--- src/cbm_pkg.sv ---
// shared types, codes and constants for the bank mapper with scanline irq
package cbm_pkg;

  localparam int PRG_BANKS   = 2;
  localparam int CHR_BANKS   = 6;
  localparam int BANK_W      = 8;
  localparam int CFG_DATA_W  = 8;
  localparam int CFG_INDEX_W = 1;
  localparam int CHR_IDX_W   = $clog2(CHR_BANKS);

  localparam int CPU_ADDR_W  = 16;
  localparam int PPU_ADDR_W  = 14;
  localparam int CYCLE_W     = 9;
  localparam int PRG_ROM_W   = 21;
  localparam int CHR_ROM_W   = 18;

  localparam logic [CYCLE_W-1:0] IRQ_CLOCK_DOT = 9'd264;
  localparam logic [BANK_W-1:0]  MASK_RESET    = 8'hFF;
  localparam int                 MIRROR_BIT    = 6;

  typedef enum logic [1:0] {
    REQ_CPU_WRITE = 2'd0,
    REQ_PPU_TICK  = 2'd1,
    REQ_PRG_XLATE = 2'd2,
    REQ_CHR_XLATE = 2'd3
  } req_t;

  // cpu write groups, decoded from address bits 14:13
  typedef enum logic [1:0] {
    WGRP_BANK_LO = 2'd0,
    WGRP_CHR_HI  = 2'd1,
    WGRP_IRQ     = 2'd2,
    WGRP_MIRROR  = 2'd3
  } wgrp_t;

  // irq group registers, decoded from address bits 1:0
  typedef enum logic [1:0] {
    IRQ_SEL_LATCH   = 2'd0,
    IRQ_SEL_RELOAD  = 2'd1,
    IRQ_SEL_ENABLE  = 2'd2,
    IRQ_SEL_DISABLE = 2'd3
  } irq_sel_t;

  typedef enum logic [CFG_INDEX_W-1:0] {
    CFG_PRG_MASK = 1'b0,
    CFG_CHR_MASK = 1'b1
  } cfg_reg_t;

  typedef struct packed {
    req_t                  req_type;
    logic [CPU_ADDR_W-1:0] cpu_addr;
    logic [7:0]            write_data;
    logic [PPU_ADDR_W-1:0] ppu_addr;
    logic [CYCLE_W-1:0]    ppu_cycle;
    logic                  rendering;
  } item_t;

  typedef struct packed {
    logic [BANK_W-1:0]                prg_mask;
    logic [BANK_W-1:0]                chr_mask;
    logic [PRG_BANKS-1:0][BANK_W-1:0] prg_bank;
    logic [CHR_BANKS-1:0][BANK_W-1:0] chr_bank;
    logic                             mirror_select;
    logic [BANK_W-1:0]                irq_count;
    logic [BANK_W-1:0]                irq_reload_value;
    logic                             reload_pending;
    logic                             irq_enable;
    logic                             irq_pending;
  } map_state_t;

  typedef struct packed {
    logic [PRG_ROM_W-1:0] prg_rom_addr;
    logic                 prg_hit;
    logic [CHR_ROM_W-1:0] chr_rom_addr;
    logic                 nametable_a10;
  } xlate_t;

endpackage

--- src/cartridge_bank_mapper_scanline_irq.sv ---
// Bank mapper with scanline irq: decodes CPU writes into bank and irq
// registers, counts scanlines on PPU ticks and translates CPU and PPU
// addresses into program and pattern ROM byte addresses.
// Input channel: in_valid/in_stall carry one item (req_type plus all fields);
// it is accepted when in_valid is high and in_stall low.
// Output channel: out_valid/out_stall carry exactly one result per item, in
// order: prg_rom_addr, prg_hit, chr_rom_addr, nametable_a10, irq_line.
// Flow: an accepted item waits in the input register; when it advances, it is
// applied to the mapper registers and its result is registered at the same edge.
// Throughput: one item per cycle while the receiver does not stall, set by the
// input and result registers with the single decode/translate level between them.
// When the receiver stalls, the result register holds; the input register
// still takes one more item, then in_stall rises until the result drains.
// Config: cfg_write with cfg_index 0 (program mask) or 1 (pattern mask) and
// cfg_data, written only while the block is idle; the user must keep to this, the block does not enforce it.
// Reset (rst, synchronous): both masks 0xFF, program banks 0 and 1, pattern
// banks 0..5, mirroring, irq counter, latch and flags cleared; no result valid.
module cartridge_bank_mapper_scanline_irq (
  input  logic                                clk,
  input  logic                                rst,
  input  logic                                cfg_write,
  input  logic [cbm_pkg::CFG_INDEX_W-1:0]     cfg_index,
  input  logic [cbm_pkg::CFG_DATA_W-1:0]      cfg_data,
  input  logic                                in_valid,
  output logic                                in_stall,
  input  logic [1:0]                          req_type,
  input  logic [cbm_pkg::CPU_ADDR_W-1:0]      cpu_addr,
  input  logic [7:0]                          write_data,
  input  logic [cbm_pkg::PPU_ADDR_W-1:0]      ppu_addr,
  input  logic [cbm_pkg::CYCLE_W-1:0]         ppu_cycle,
  input  logic                                rendering,
  output logic                                out_valid,
  input  logic                                out_stall,
  output logic [cbm_pkg::PRG_ROM_W-1:0]       prg_rom_addr,
  output logic                                prg_hit,
  output logic [cbm_pkg::CHR_ROM_W-1:0]       chr_rom_addr,
  output logic                                nametable_a10,
  output logic                                irq_line
);
  import cbm_pkg::*;

  item_t      in_item;
  item_t      s1_item;
  logic       s1_valid;
  logic       advance;
  map_state_t st;
  logic       irq_next;
  xlate_t     xl;

  assign in_item = '{
    req_type:   req_t'(req_type),
    cpu_addr:   cpu_addr,
    write_data: write_data,
    ppu_addr:   ppu_addr,
    ppu_cycle:  ppu_cycle,
    rendering:  rendering
  };

  // item moves into the result register when that register is free or draining
  assign advance = s1_valid && (!out_valid || !out_stall);

  cbm_in_stage u_in (
    .clk      (clk),
    .rst      (rst),
    .in_valid (in_valid),
    .in_stall (in_stall),
    .in_item  (in_item),
    .advance  (advance),
    .valid    (s1_valid),
    .item     (s1_item)
  );

  cbm_state u_state (
    .clk       (clk),
    .rst       (rst),
    .cfg_write (cfg_write),
    .cfg_index (cfg_index),
    .cfg_data  (cfg_data),
    .fire      (advance),
    .item      (s1_item),
    .st        (st),
    .irq_next  (irq_next)
  );

  cbm_xlate u_xlate (
    .item (s1_item),
    .st   (st),
    .res  (xl)
  );

  always_ff @(posedge clk) begin
    if (rst) begin
      out_valid <= 1'b0;
    end else if (advance) begin
      out_valid <= 1'b1;
    end else if (!out_stall) begin
      out_valid <= 1'b0;
    end
  end

  always_ff @(posedge clk) begin
    if (advance) begin
      prg_rom_addr  <= xl.prg_rom_addr;
      prg_hit       <= xl.prg_hit;
      chr_rom_addr  <= xl.chr_rom_addr;
      nametable_a10 <= xl.nametable_a10;
      irq_line      <= irq_next;
    end
  end

endmodule

--- src/cbm_in_stage.sv ---
// input register stage with stall back to the sender
module cbm_in_stage (
  input  logic          clk,
  input  logic          rst,
  input  logic          in_valid,
  output logic          in_stall,
  input  cbm_pkg::item_t in_item,
  input  logic          advance,
  output logic          valid,
  output cbm_pkg::item_t item
);
  import cbm_pkg::*;

  logic load;

  // the stage frees up in the same cycle its item moves on
  assign in_stall = valid && !advance;
  assign load     = in_valid && !in_stall;

  always_ff @(posedge clk) begin
    if (rst) begin
      valid <= 1'b0;
    end else if (load) begin
      valid <= 1'b1;
    end else if (advance) begin
      valid <= 1'b0;
    end
  end

  always_ff @(posedge clk) begin
    if (load) begin
      item <= in_item;
    end
  end

endmodule

--- src/cbm_state.sv ---
// mapper registers: bank numbers, mirroring, irq counter and config masks
module cbm_state (
  input  logic                                clk,
  input  logic                                rst,
  input  logic                                cfg_write,
  input  logic [cbm_pkg::CFG_INDEX_W-1:0]     cfg_index,
  input  logic [cbm_pkg::CFG_DATA_W-1:0]      cfg_data,
  input  logic                                fire,
  input  cbm_pkg::item_t                      item,
  output cbm_pkg::map_state_t                 st,
  output logic                                irq_next
);
  import cbm_pkg::*;

  map_state_t           st_next;
  wgrp_t                grp;
  irq_sel_t             isel;
  logic [1:0]           sel;
  logic [CHR_IDX_W-1:0] chr_idx;
  logic [BANK_W-1:0]    count_new;
  logic                 take_reload;

  assign grp  = wgrp_t'(item.cpu_addr[14:13]);
  assign sel  = item.cpu_addr[1:0];
  assign isel = irq_sel_t'(sel);

  always_comb begin
    st_next     = st;
    chr_idx     = '0;
    take_reload = (st.irq_count == '0) || st.reload_pending;
    count_new   = take_reload ? st.irq_reload_value : st.irq_count - 8'd1;

    if (fire) begin
      unique case (item.req_type)
        REQ_CPU_WRITE: begin
          if (item.cpu_addr[15]) begin
            unique case (grp)
              WGRP_BANK_LO: begin
                if (!sel[1]) begin
                  st_next.prg_bank[sel[0]] = item.write_data;
                end else begin
                  chr_idx = {{(CHR_IDX_W-1){1'b0}}, sel[0]};
                  st_next.chr_bank[chr_idx] = item.write_data;
                end
              end
              WGRP_CHR_HI: begin
                chr_idx = CHR_IDX_W'(2) + {1'b0, sel};
                st_next.chr_bank[chr_idx] = item.write_data;
              end
              WGRP_IRQ: begin
                unique case (isel)
                  IRQ_SEL_LATCH:  st_next.irq_reload_value = ~item.write_data;
                  IRQ_SEL_RELOAD: begin
                    st_next.irq_count      = '0;
                    st_next.reload_pending = 1'b1;
                  end
                  IRQ_SEL_ENABLE: st_next.irq_enable = 1'b1;
                  IRQ_SEL_DISABLE: begin
                    st_next.irq_enable  = 1'b0;
                    st_next.irq_pending = 1'b0;
                  end
                  default: ;
                endcase
              end
              WGRP_MIRROR: begin
                if (sel == 2'd0) begin
                  st_next.mirror_select = item.write_data[MIRROR_BIT];
                end
              end
              default: ;
            endcase
          end
        end
        REQ_PPU_TICK: begin
          if (item.rendering && item.ppu_cycle == IRQ_CLOCK_DOT) begin
            st_next.irq_count = count_new;
            // fires only on a transition into zero, not when parked at zero
            if ((st.irq_count != '0 || st.reload_pending) && count_new == '0 &&
                st.irq_enable) begin
              st_next.irq_pending = 1'b1;
            end
            st_next.reload_pending = 1'b0;
          end
        end
        default: ;
      endcase
    end

    if (cfg_write) begin
      unique case (cfg_reg_t'(cfg_index))
        CFG_PRG_MASK: st_next.prg_mask = cfg_data;
        CFG_CHR_MASK: st_next.chr_mask = cfg_data;
        default: ;
      endcase
    end
  end

  assign irq_next = st_next.irq_pending;

  always_ff @(posedge clk) begin
    if (rst) begin
      st.prg_mask         <= MASK_RESET;
      st.chr_mask         <= MASK_RESET;
      for (int i = 0; i < PRG_BANKS; i++) begin
        st.prg_bank[i] <= BANK_W'(i);
      end
      for (int i = 0; i < CHR_BANKS; i++) begin
        st.chr_bank[i] <= BANK_W'(i);
      end
      st.mirror_select    <= 1'b0;
      st.irq_count        <= '0;
      st.irq_reload_value <= '0;
      st.reload_pending   <= 1'b0;
      st.irq_enable       <= 1'b0;
      st.irq_pending      <= 1'b0;
    end else begin
      st <= st_next;
    end
  end

endmodule

--- src/cbm_xlate.sv ---
// address translation for program and pattern rom plus nametable a10
module cbm_xlate (
  input  cbm_pkg::item_t      item,
  input  cbm_pkg::map_state_t st,
  output cbm_pkg::xlate_t     res
);
  import cbm_pkg::*;

  logic                 a13;
  logic [BANK_W-1:0]    prg_sel;
  logic [BANK_W-1:0]    prg_bank;
  logic [BANK_W-1:0]    chr_raw;
  logic [BANK_W-1:0]    chr_bank;
  logic [CHR_IDX_W-1:0] chr_idx;
  logic [CHR_IDX_W-1:0] chr_lo_idx;

  assign a13 = item.cpu_addr[13];

  always_comb begin
    // c000-ffff is fixed to the last 16 kb
    if (item.cpu_addr[14]) begin
      prg_sel = {st.prg_mask[BANK_W-1:1], a13};
    end else begin
      prg_sel = st.prg_bank[a13];
    end
    prg_bank = prg_sel & st.prg_mask;

    chr_idx    = CHR_IDX_W'(2) + {1'b0, item.ppu_addr[11:10]};
    chr_lo_idx = CHR_IDX_W'(item.ppu_addr[11]);
    if (item.ppu_addr[12]) begin
      chr_raw = st.chr_bank[chr_idx];
    end else begin
      // 2 kb banks: bank number doubled, a10 picks the half
      chr_raw = {st.chr_bank[chr_lo_idx][BANK_W-2:0], item.ppu_addr[10]};
    end
    chr_bank = chr_raw & st.chr_mask;

    res = '0;
    unique case (item.req_type)
      REQ_PRG_XLATE: begin
        if (item.cpu_addr[15]) begin
          res.prg_rom_addr = {prg_bank, item.cpu_addr[12:0]};
          res.prg_hit      = 1'b1;
        end
      end
      REQ_CHR_XLATE: begin
        if (!item.ppu_addr[13]) begin
          res.chr_rom_addr = {chr_bank, item.ppu_addr[9:0]};
        end
        res.nametable_a10 = st.mirror_select ? item.ppu_addr[11] : item.ppu_addr[10];
      end
      default: ;
    endcase
  end

endmodule

--- config.mk ---
export PLATFORM = sky130hd
export DESIGN_NAME = cartridge_bank_mapper_scanline_irq
export DESIGN_NICKNAME = d
export VERILOG_FILES = /design/src/cbm_pkg.sv /design/src/cartridge_bank_mapper_scanline_irq.sv /design/src/cbm_in_stage.sv /design/src/cbm_state.sv /design/src/cbm_xlate.sv
export SDC_FILE = /design/constraint.sdc
export NUM_CORES = 1
export LEC_CHECK = 0
export BUFFER_PORTS_ARGS = -buffer_cell sky130_fd_sc_hd__buf_4
export CORE_UTILIZATION = 50
export DETAILED_ROUTE_END_ITERATION = 12
export PLACE_DENSITY = 0.71
export SKIP_LAST_GASP = 1
export SLEW_MARGIN = 40
export SYNTH_ARGS = -nofsm -noshare
export SYNTH_HDL_FRONTEND = slang
export SYNTH_SLANG_ARGS = --single-unit
export TNS_END_PERCENT = 50
--- constraint.sdc ---
create_clock -name clk -period 3.7 [get_ports clk]
set_clock_uncertainty 0.2 [all_clocks]
set_input_delay 0.185 -clock clk [delete_from_list [all_inputs] [get_ports clk]]
set_output_delay 0.185 -clock clk [all_outputs]
set_load 0.01 [all_outputs]
==> reports/summary.txt <==
clock latency on the worst-skew pair - 440 ps
number of standard cells after synthesis - 643
unrepaired setup endpoints after global routing - false
VDD IR max - 363.6 uV
number of storage elements in the synthesis netlist - 192
Worst Path Required - 3860 ps
vias after detailed routing - 5490
part of the total power dissipated in sequential elements - 53.6%
Placement Setup Slack - 1005 ps
final instance area - 9872 sq um
Setup-failing EPs final - 0
total power density per cell area - 445.6 nW/um^2
maximum net fanout on the critical path - 16
overall power after layout - 0.004399 W
Root Driver - sky130_fd_sc_hd__clkbuf_16
setup tns final - 0 ps
total number of H-tree levels - 4
total grt overflow - 0
Clk network pwr share - 40.1%
via count normalized by instance count - 5.518
Switching Share - 23.93%
final antenna diode count - 0
vias in the first global route - 5443
peak clock frequency supported by timing - 364.6 MHz
Setup crit start kind - register
share of the cycle needed by the critical path after routing - 74.13%
count of flip-flops with a built-in enable after synthesis - 92
standard-cell row count - 45
count of input and output buffers - 107
worst min-delay path category - in2reg
fillers - 1099
kind of critical path - reg2reg
count of unresolved DRC violations after routing - 0
Primary FF master, synth - sky130_fd_sc_hd__dfxtp_1
kind of cell adding the most delay to the critical path - simple AND/OR/NAND/NOR gates
Worst Setup Slack, final - 957.2 ps
Hold Vio Cnt, Final - 0
first-pass GRT wire length - 27720 microns
Mapped Area - 7724 sq um
die outline area - 15950 sq um
mean area per synthesized cell - 12.01 sq um
static power due to leakage - 3.844 nW
outcome - complete, no violations
routability congestion estimate from global placement - 0.7827
NumNets Final - 860
detailed placement HPWL - 10910 microns
starting DRC count in detailed routing - 508
delay of the slowest cell on the worst path - 830 ps
drt wl/cell - 17.91 microns
number of top-level pins - 108
post-layout instance count excluding filler cells - 995
number of instances in the placed design - 898
Worst Path Buf+Inv - 0
DRT Pass-1 Iters - 5
switching power - 0.001053 W
endpoint kind of the worst setup timing path - register
fin crit period - 2743 ps
ordered list of cells on the worst path - nand2b_1, nor4_1, nand2_1, or2_2, a21oi_1
Least-Margin Pin Slew - 800.9 ps
DRT Wirelength - 17830 microns
number of sinks on the clock net - 192
Core ar. - 15150 sq um
maximum number of pins on one net before global-route repair - 102
max-cap viol count - 0
CTS tree - yes
max-slew violations - 0
share of flip-flops with an asynchronous set or reset after synthesis - 0%
cts bufs inserted - 17
number of antenna violations at the first check in global routing - 0
Gate power share - 6.3%
overall routing resource usage - 22.84%
crit path DAT - 2900 ps
Horiz. Die Dim - 126.3 microns
area delta synth->final - 27.81%
clock slew seen by the registers of the worst setup and hold paths - 70 ps
part of the Yosys area used for sequential elements - 61.69%
Syn. warnings - 0
initial core utilization - 51.00%
ratio of cells with drive above 1 in the final layout - 22.80%
floorplan die height - 126.3 microns
slowest stage cell, crit path - sky130_fd_sc_hd__edfxtp_1
maximum clock insertion buffer count - 2
number of routed nets with antenna violations - 0
post-detailed-placement cell area - 8652 sq um
Internal Power - 0.003346 W
Slew headroom - 46.50%
number of nets in the synthesized netlist - 709
distinct cell type count after synthesis - 51
Post-CTS Resized - 0
-- Yosys cell counts, types with 2 or more instances --
cell type | n | share of area [%]
sky130_fd_sc_hd__a211o_1 | 24 | 2.7
sky130_fd_sc_hd__a211oi_1 | 2 | 0.19
sky130_fd_sc_hd__a21oi_1 | 33 | 2.1
sky130_fd_sc_hd__and2_1 | 23 | 1.9
sky130_fd_sc_hd__and3_1 | 16 | 1.3
sky130_fd_sc_hd__clkbuf_1 | 43 | 2.1
sky130_fd_sc_hd__dfxtp_1 | 100 | 26
sky130_fd_sc_hd__edfxtp_1 | 92 | 36
sky130_fd_sc_hd__ha_1 | 2 | 0.32
sky130_fd_sc_hd__inv_1 | 7 | 0.34
sky130_fd_sc_hd__mux2_2 | 8 | 1.2
sky130_fd_sc_hd__mux2i_1 | 60 | 7.8
sky130_fd_sc_hd__mux4_2 | 7 | 2.0
sky130_fd_sc_hd__nand2_1 | 43 | 2.1
sky130_fd_sc_hd__nand2b_1 | 3 | 0.24
sky130_fd_sc_hd__nand3_1 | 11 | 0.71
sky130_fd_sc_hd__nand3b_1 | 2 | 0.19
sky130_fd_sc_hd__nand4b_1 | 2 | 0.23
sky130_fd_sc_hd__nor2_1 | 65 | 3.2
sky130_fd_sc_hd__nor2b_1 | 21 | 1.7
sky130_fd_sc_hd__nor3_1 | 3 | 0.19
sky130_fd_sc_hd__nor3_4 | 2 | 0.42
sky130_fd_sc_hd__nor3b_1 | 5 | 0.49
sky130_fd_sc_hd__nor4_1 | 2 | 0.16
sky130_fd_sc_hd__nor4b_1 | 5 | 0.57
sky130_fd_sc_hd__o211a_1 | 7 | 0.91
sky130_fd_sc_hd__o21ai_0 | 13 | 0.84
sky130_fd_sc_hd__o22ai_1 | 2 | 0.16
sky130_fd_sc_hd__o31ai_1 | 2 | 0.19
sky130_fd_sc_hd__or2_2 | 8 | 0.65
sky130_fd_sc_hd__or3_1 | 7 | 0.57
sky130_fd_sc_hd__or3b_2 | 2 | 0.23
sky130_fd_sc_hd__or4_1 | 2 | 0.19
sky130_fd_sc_hd__or4b_1 | 2 | 0.26
-- cells by family (layout without fill, tap and decap cells) --
family                   after synthesis  in the layout  share of synthesized area [%]
AND/OR/NAND/NOR                      229            229                          16.07
flip-flops                           192            192                          61.69
AO/OA/AOI/OAI                         90             90                          8.035
multiplexers                          75             75                          10.98
buffers and inverters                 54            218                          2.786
adder cells (fa/ha/maj)                2              2                         0.3239
XOR/XNOR                               1              1                         0.1134
-- power groups by stage --
stage | registers [W] | logic [W] | clock network [W]
6_report | 0.00236 | 0.000279 | 0.00176
5_1_grt | 0.00236 | 0.000297 | 0.00187
4_1_cts | 0.00236 | 0.000272 | 0.00179
3_5_place_dp | 0.00240 | 0.000217 | 0
3_3_place_gp | 0.00240 | 0.000210 | 0
2_1_floorplan | 0.00238 | 0.000112 | 0
-- metal layers --
layer | vias to the layer above | part of all wire [%] | GRT usage, % | wire [microns]
li1 | 2616 | - | - | -
met1 | 2700 | 43 | 27.80 | 7676
met5 | - | 0 | 0 | 0
met2 | 150 | 51 | 39.94 | 9011
met4 | 0 | 1.6 | 7.158 | 284
met3 | 24 | 4.8 | 5.523 | 852
-- per-stage QoR --
stage	hold WS, ps	utilization (%)
floorplan	83.87	-
global placement	163.5	57.04
detailed placement	164.3	57.13
CTS	45.21	65.06
global route	71.06	65.18
finish	43.48	65.18
-- what timing repair did --
| item | CTS | global route |
|---|---|---|
| endpoints found under the hold margin | 68 | 0 |
| hold buffers | 63 | 0 |
| buffers inserted | 0 | 0 |
| endpoints found under the setup margin | 0 | 0 |
-- final timing paths --
kind                                start                    endpoint  slack, ps  cells past startpoint
setup / recovery  u_in.item[46]$_DFFE_PP_  u_state.st[7]$_SDFFE_PP0P_        960                      5
hold / removal                        rst                    register         40                      2
setup reg to reg  u_in.item[46]$_DFFE_PP_  u_state.st[7]$_SDFFE_PP0P_        960                      5
hold reg to reg                  register                    register        260                      2
-- worst register-to-register path: stages (launching register included) --
cell and delay, ps:
sky130_fd_sc_hd__edfxtp_1 830, sky130_fd_sc_hd__nand2b_1 190, sky130_fd_sc_hd__nor4_1 500, sky130_fd_sc_hd__nand2_1 430, sky130_fd_sc_hd__or2_2 400, sky130_fd_sc_hd__a21oi_1 130
-- layout by cell type (no fill, tap or decap), types with 3 or more instances in the layout --
| cell type | netlist | final |
|---|---|---|
| sky130_fd_sc_hd__a211o_1 | 24 | 24 |
| sky130_fd_sc_hd__a21oi_1 | 33 | 33 |
| sky130_fd_sc_hd__and2_1 | 23 | 23 |
| sky130_fd_sc_hd__and3_1 | 16 | 16 |
| sky130_fd_sc_hd__buf_4 | 1 | 114 |
| sky130_fd_sc_hd__clkbuf_16 | 0 | 17 |
| sky130_fd_sc_hd__clkinvlp_4 | 0 | 3 |
| sky130_fd_sc_hd__dfxtp_1 | 100 | 100 |
| sky130_fd_sc_hd__dlygate4sd3_1 | 0 | 63 |
| sky130_fd_sc_hd__edfxtp_1 | 92 | 92 |
| sky130_fd_sc_hd__inv_1 | 7 | 6 |
| sky130_fd_sc_hd__inv_6 | 0 | 5 |
| sky130_fd_sc_hd__inv_8 | 0 | 4 |
| sky130_fd_sc_hd__mux2_2 | 8 | 8 |
| sky130_fd_sc_hd__mux2i_1 | 60 | 60 |
| sky130_fd_sc_hd__mux4_2 | 7 | 7 |
| sky130_fd_sc_hd__nand2_1 | 43 | 43 |
| sky130_fd_sc_hd__nand2b_1 | 3 | 3 |
| sky130_fd_sc_hd__nand3_1 | 11 | 11 |
| sky130_fd_sc_hd__nor2_1 | 65 | 64 |
| sky130_fd_sc_hd__nor2b_1 | 21 | 19 |
| sky130_fd_sc_hd__nor3_1 | 3 | 3 |
| sky130_fd_sc_hd__nor3b_1 | 5 | 5 |
| sky130_fd_sc_hd__nor4b_1 | 5 | 4 |
| sky130_fd_sc_hd__o211a_1 | 7 | 7 |
| sky130_fd_sc_hd__o21ai_0 | 13 | 13 |
| sky130_fd_sc_hd__or2_2 | 8 | 8 |
| sky130_fd_sc_hd__or3_1 | 7 | 7 |
-- final cells by class --
| cell class | count | area, sq um | area share (%) |
|---|---|---|---|
| clock buffers | 17 | 425.4 | 4.309 |
| clock inverters | 15 | 145.1 | 1.470 |
| inverters | 7 | 26.28 | 0.2662 |
| multi-input cells | 397 | 2766 | 28.02 |
| flip-flops and latches | 192 | 4765 | 48.26 |
| well taps | 188 | 235.2 | 2.383 |
| repair buffers | 179 | 1509 | 15.29 |
Note: power is estimated with default switching activity, not from simulation.
